**src/hw/rtl/fot_pkg.sv**
```systemverilog
`timescale 1ns / 1ps
package fot_pkg;
  localparam int COORD_BITS_DEF = 24;
  localparam int TERM_FRAC_BITS_DEF = 14;
  localparam int LABEL_W = 24;
  localparam int NORM_W = 30;
  localparam int CORDIC_STEPS = 23;
  localparam int ANG_W = 25;
  localparam int ISQRT_STEPS = 31;
  localparam int ISQRT_PER_STG = 4;
  localparam logic [ANG_W-1:0] DEG90 = ANG_W'(90 * 65536);
  localparam logic [ANG_W+1:0] DEG180 = (ANG_W+2)'(180 * 65536);
  localparam logic [ANG_W+1:0] DEG360 = (ANG_W+2)'(360 * 65536);
  localparam logic [15:0] AZ_WRAP = 16'd46080;

  typedef struct packed {
    logic [23:0] fiber_label;
    logic signed [23:0] start_x;
    logic signed [23:0] start_y;
    logic signed [23:0] start_z;
    logic signed [23:0] end_x;
    logic signed [23:0] end_y;
    logic signed [23:0] end_z;
  } in_word_t;

  typedef struct packed {
    logic [23:0] label_out;
    logic [14:0] term_xx;
    logic [14:0] term_yy;
    logic [14:0] term_zz;
    logic signed [15:0] term_xy;
    logic [14:0] term_xz;
    logic signed [15:0] term_yz;
    logic [15:0] azimuth;
    logic [13:0] polar;
    logic signed [23:0] mid_x;
    logic signed [23:0] mid_y;
    logic signed [23:0] mid_z;
  } out_word_t;

  function automatic logic [ANG_W-1:0] atan_lut(input int i);
    logic [ANG_W-1:0] t;
    case (i)
      0: t = 25'd2949120;  1: t = 25'd1740967;  2: t = 25'd919879;
      3: t = 25'd466945;   4: t = 25'd234379;   5: t = 25'd117304;
      6: t = 25'd58666;    7: t = 25'd29335;    8: t = 25'd14668;
      9: t = 25'd7334;     10: t = 25'd3667;    11: t = 25'd1833;
      12: t = 25'd917;     13: t = 25'd458;     14: t = 25'd229;
      15: t = 25'd115;     16: t = 25'd57;      17: t = 25'd29;
      18: t = 25'd14;      19: t = 25'd7;       20: t = 25'd4;
      21: t = 25'd2;       22: t = 25'd1;
      default: t = '0;
    endcase
    return t;
  endfunction
endpackage

```
**src/hw/rtl/fot_ratio.sv**
```systemverilog
`timescale 1ns / 1ps
module fot_ratio #(
  parameter int TERM_FRAC_BITS = fot_pkg::TERM_FRAC_BITS_DEF
) (
  input  logic clk,
  input  logic en,
  input  logic [2*fot_pkg::NORM_W-1:0] num_in,
  input  logic [2*fot_pkg::NORM_W+1:0] den_in,
  output logic [TERM_FRAC_BITS+1:0] q_out
);
  import fot_pkg::*;
  localparam int DW = 2 * NORM_W + 2;
  localparam int N = TERM_FRAC_BITS + 2;
  localparam int QW = TERM_FRAC_BITS + 2;

  logic [DW:0] rem_r [0:N];
  logic [DW-1:0] den_r [0:N];
  logic [QW-1:0] q_r [0:N];

  always_ff @(posedge clk) begin
    if (en) begin
      rem_r[0] <= (DW+1)'(num_in);
      den_r[0] <= den_in;
      q_r[0] <= '0;
    end
  end

  for (genvar i = 0; i < N; i++) begin : g_stg
    logic [DW:0] sh, rem_nxt;
    logic bit_nxt;
    always_comb begin
      sh = (i == 0) ? rem_r[i] : {rem_r[i][DW-1:0], 1'b0};
      bit_nxt = (sh >= {1'b0, den_r[i]});
      rem_nxt = bit_nxt ? (sh - {1'b0, den_r[i]}) : sh;
    end
    always_ff @(posedge clk) begin
      if (en) begin
        rem_r[i+1] <= rem_nxt;
        den_r[i+1] <= den_r[i];
        q_r[i+1] <= {q_r[i][QW-2:0], bit_nxt};
      end
    end
  end

  assign q_out = q_r[N];
endmodule

```
**config.mk**
```make
export PLATFORM = sky130hd
export DESIGN_NAME = fot_ratio
export DESIGN_NICKNAME = d
export VERILOG_FILES = /design/src/hw/rtl/fot_pkg.sv /design/src/hw/rtl/fot_ratio.sv
export SDC_FILE = /design/constraint.sdc
export NUM_CORES = 2
export LEC_CHECK = 0
export ABC_AREA = 0
export ABC_CLOCK_PERIOD_IN_PS = 6400
export BUFFER_PORTS_ARGS = -buffer_cell sky130_fd_sc_hd__buf_2
export CORE_ASPECT_RATIO = 2
export CORE_MARGIN = 2
export CORE_UTILIZATION = 25
export DETAILED_ROUTE_END_ITERATION = 7
export GPL_TIMING_DRIVEN = 0
export SYNTH_ARGS = -nofsm -noshare
export SYNTH_HDL_FRONTEND = slang
export SYNTH_SLANG_ARGS = --single-unit
```
**constraint.sdc**
```tcl
create_clock -name clk -period 6.4 [get_ports clk]
set_input_delay 1.6 -clock clk [delete_from_list [all_inputs] [get_ports clk]]
set_output_delay 1.6 -clock clk [all_outputs]
set_load 0.005 [all_outputs]
```
==> summary.md <==
| Metric | Value |
|---|---|
| Status | `finished, violations left` |
| Failing checks | `capacitance limit, slew limit` |
| CP bufs+invs | `2` |
| Clock Sinks | `2,118` |
| Worst VDD drop | `0.257 mV` |
| Logic pwr share | `50.2%` |
| DRC | `0` |
| FFs w/ async S/R, synth | `0%` |
| DR vias | `94.6k` |
| I/O pin count | `between 100 and 150` |
| Post-CTS Hold Buffers | `0` |
| Setup Buffers After CTS | `0` |
| Gr usage total | `between 10% and 20%` |
| CTS clk-pin slew, worst paths | `60 ps` |
| Design Area, Final | `~150,000 um^2` |
| Arr. time, crit path | `6920 ps` |
| CP delay by family, top | `simple AND/OR/NAND/NOR gates` |
| Post-synth EDFFs | `about 2.1k` |
| RSZ-0062 raised after global routing | `false` |
| Slowest-stage cell, CP | `clkbuf_1` |
| Die Wd | `517 um` |
| Switching pwr | `29.9 mW` |
| Initial core utilization | `roughly 25%` |
| Syn Area/Cell | `10.2 um^2` |
| Leakage | `59.7 nW` |
| Final Total Pwr | `~73 mW` |
| IO buf count | `139` |
| Mapped Cells | `around 13k` |
| Post-detail-place hpwl | `306,000 um` |
| Critical path type | `flip-flop to flip-flop` |
| Count of different cell masters after synthesis | `between 100 and 150` |
| Commonest non-fill, non-tap cell in the layout | `edfxtp_1` |
| First-pass GRT wire length | `568,000 um` |
| Die ar. | `532,000 um^2` |
| Global Route met1 Usage | `11.8%` |
| Die height | `between 1000 and 1500 um` |
| Gr busiest metal | `met2` |
| Final WS setup | `just over 60 ps` |
| Worst-Margin Slew | `about 1600 ps` |
| Core ar. | `around 520,000 um^2` |
| Part of the Yosys area used for sequential elements | `48.4%` |
| Pre-CTS setup slack | `-2370 ps` |
| Detailed Routing Iterations Pass 1 | `8` |
| Switching Fraction | `41.1%` |
| Clock Tree Root | `clkbuf_16` |
| Clk network pwr share | `18.8%` |
| Non-Filler Instances | `about 20k` |
| Req. time, crit path | `~7000 ps` |
| Flop pwr share | `between 30 and 40%` |
| Via density | `4.63` |
| Worst skew pair latency | `around 930 ps` |
| Number of synthesis warnings | `0` |
| CTS tree | `done` |
| Initial antenna violation count | `6` |
| Core Util, Final | `28.5%` |
| Placed cell count | `20.0k` |
| Crit path time final | `between 6000 and 7000 ps` |
| Post-Syn Nets | `about 14k` |
| Critical Path Sink Type | `flip-flop` |
| Worst-path cell chain | `ha_1 -> clkbuf_1 -> nand3_1 -> nor3_1 -> nand4_1 -> or4_1 -> nor4_1 -> a2111oi_0 -> o31ai_4 -> clkbuf_1 -> o21ai_0` |
| Crit share post-route | `99.0%` |
| CP Max Fanout | `12` |
| Number of DRC markers in iteration 0 | `approximately 4.7k` |
| CTS max path bufs | `4` |
| Synth Flop Type | `edfxtp_1` |
| Placed cell area | `~140,000 um^2` |
| Fraction of layout instances using a drive strength above 1 | `7.57%` |
| Antenna viol nets, final | `0` |
| Vias in the first global route | `about 100k` |
| Mapped cell area | `131,000 um^2` |
| H-tree depth | `4` |
| CP Launch Type | `flip-flop` |
| CTS Buf Count | `235` |
| Num rows | `376` |
| Max cap viols | `3` |
| GRT met3 Usage | `1.32%` |
| Fin. max-slew vios | `7` |
| Slew HR | `-5.52%` |
| Clock skew | `80.5 ps` |
| Nets | `14.4k` |
| CP dominant cell by count | `clkbuf_1` |
| Pwr Density | `487 nW/um^2` |
| Internal Power | `42.9 mW` |
| Final setup viols | `0` |
| Layout area overhead | `13.7%` |
| Hold Vio Cnt, Final | `0` |
| Commonest cells after routing, fill and taps aside | `edfxtp_1 (2,118), a21oi_1 (1,395), inv_1 (1,242), ha_1 (989), nand2_1 (956)` |
| Min-Delay Path Class | `flip-flop to flip-flop` |
| Wire per inst | `18.4 um` |
| Detailed Route WL | `376,000 um` |
| Largest net degree at the start of global routing | `146` |
| CP max stage delay | `1110 ps` |
| Gr ovfl total | `0` |
| FMAX | `158 MHz` |
| Register bit count reported by yosys | `2,118` |
| Placer Congestion | `roughly 0.97` |
| Met2 Use GR | `around 28%` |
==> metrics by stage <==
stage	hold slack, ps	setup TNS, ps
floorplan	400	0
global placement	402	-
detailed placement	405	-1219360
CTS	391	0
global route	421	0
finish	389	0
==> logic make-up after synthesis <==
kind of cell	synth area share (%)
simple gates	10.8
mux	2.25
compound gates	18.0
xor+xnor	5.72
flops	48.4
fa+ha+maj	9.65
buf+inv	5.19
==> state kept, by name (all words and copies together) (netlist names) <==
name,flops
den_r,992
q_r,136
rem_r,990
==> synth_stat cells, types with 16 or more instances <==
cell | instances | area share (%)
o2111ai_1 | 21 | 0.14
edfxtp_1 | 2118 | 48
o31a_1 | 27 | 0.18
buf_4 | 30 | 0.17
nor2_1 | 879 | 2.5
or4_1 | 16 | 0.091
xnor2_1 | 517 | 3.4
xor2_1 | 341 | 2.3
a31o_2 | 17 | 0.11
nand4_1 | 289 | 1.4
clkbuf_1 | 388 | 1.1
a31oi_1 | 106 | 0.50
a211oi_1 | 86 | 0.49
buf_2 | 77 | 0.29
nor2b_1 | 107 | 0.51
and3_1 | 93 | 0.44
or3_1 | 31 | 0.15
o31ai_1 | 54 | 0.31
o21bai_1 | 180 | 1.0
o41ai_1 | 18 | 0.12
a221o_1 | 26 | 0.20
o221ai_1 | 20 | 0.13
a21oi_2 | 33 | 0.22
nand2b_1 | 115 | 0.55
o21ai_1 | 22 | 0.084
a21boi_0 | 27 | 0.15
a211o_1 | 25 | 0.17
o21a_1 | 103 | 0.59
ha_1 | 989 | 9.4
a221oi_1 | 33 | 0.22
nor3_1 | 125 | 0.48
a21oi_1 | 1395 | 5.3
mux2_2 | 256 | 2.2
o21ai_0 | 820 | 3.1
a21o_1 | 597 | 3.4
o211ai_1 | 51 | 0.29
nand3_1 | 197 | 0.75
or2_2 | 29 | 0.14
and2_1 | 65 | 0.31
inv_1 | 1242 | 3.5
nor4_1 | 45 | 0.21
and4_1 | 30 | 0.20
nand2_1 | 956 | 2.7
a2111oi_0 | 24 | 0.16
==> power by group through the flow <==
stage / Clock, mW / Combinational [mW] / Sequential [mW]
floorplan: 0 / 26.4 / 21.9
detailed placement: 0 / 36.2 / 22.8
global route: 14.6 / 40.3 / 23.0
global placement: 0 / 36.0 / 23.7
finish: 13.7 / 36.5 / 22.6
CTS: 14.1 / 36.4 / 22.6
==> final cells by class <==
| class | instances | area (um^2) |
|---|---|---|
| sequential | 2118 | 63600 |
| fill | 54500 | 374000 |
| tap | 6993 | 8750 |
| clock inverter | 142 | 1580 |
| antenna | 17 | 42.5 |
| timing repair buffer | 175 | 1490 |
| multi-input combinational | 8977 | 61100 |
| inverter | 1242 | 4660 |
| clock buffer | 279 | 6070 |
| buffer | 505 | 2160 |
==> final timing paths <==
kind / start / endpoint / slack, ps / depth (start not counted)
worst min register to register: den_r[0][195]$_DFFE_PP_ / den_r[0][257]$_DFFE_PP_ / 390 / 0
worst min-delay path: den_r[0][195]$_DFFE_PP_ / den_r[0][257]$_DFFE_PP_ / 390 / 0
worst max register to register: rem_r[0][462]$_DFFE_PP_ / rem_r[0][558]$_DFFE_PP_ / 60 / 11
worst max-delay path: rem_r[0][462]$_DFFE_PP_ / rem_r[0][558]$_DFFE_PP_ / 60 / 11
==> layer usage <==
layer | up-vias | wire length (um)
met5 | - | 0
met4 | 0 | 36800
met3 | 1060 | 9220
met2 | 1933 | 209000
met1 | 44000 | 121000
li1 | 47600 | -
==> timing repair <==
item / CTS / global route
pin swaps: 0 / 0
endpoints found under the setup margin: 680 / 277
cloned: 7 / 2
resized for setup: 2 / 0
(Power assumes the default switching activity.)
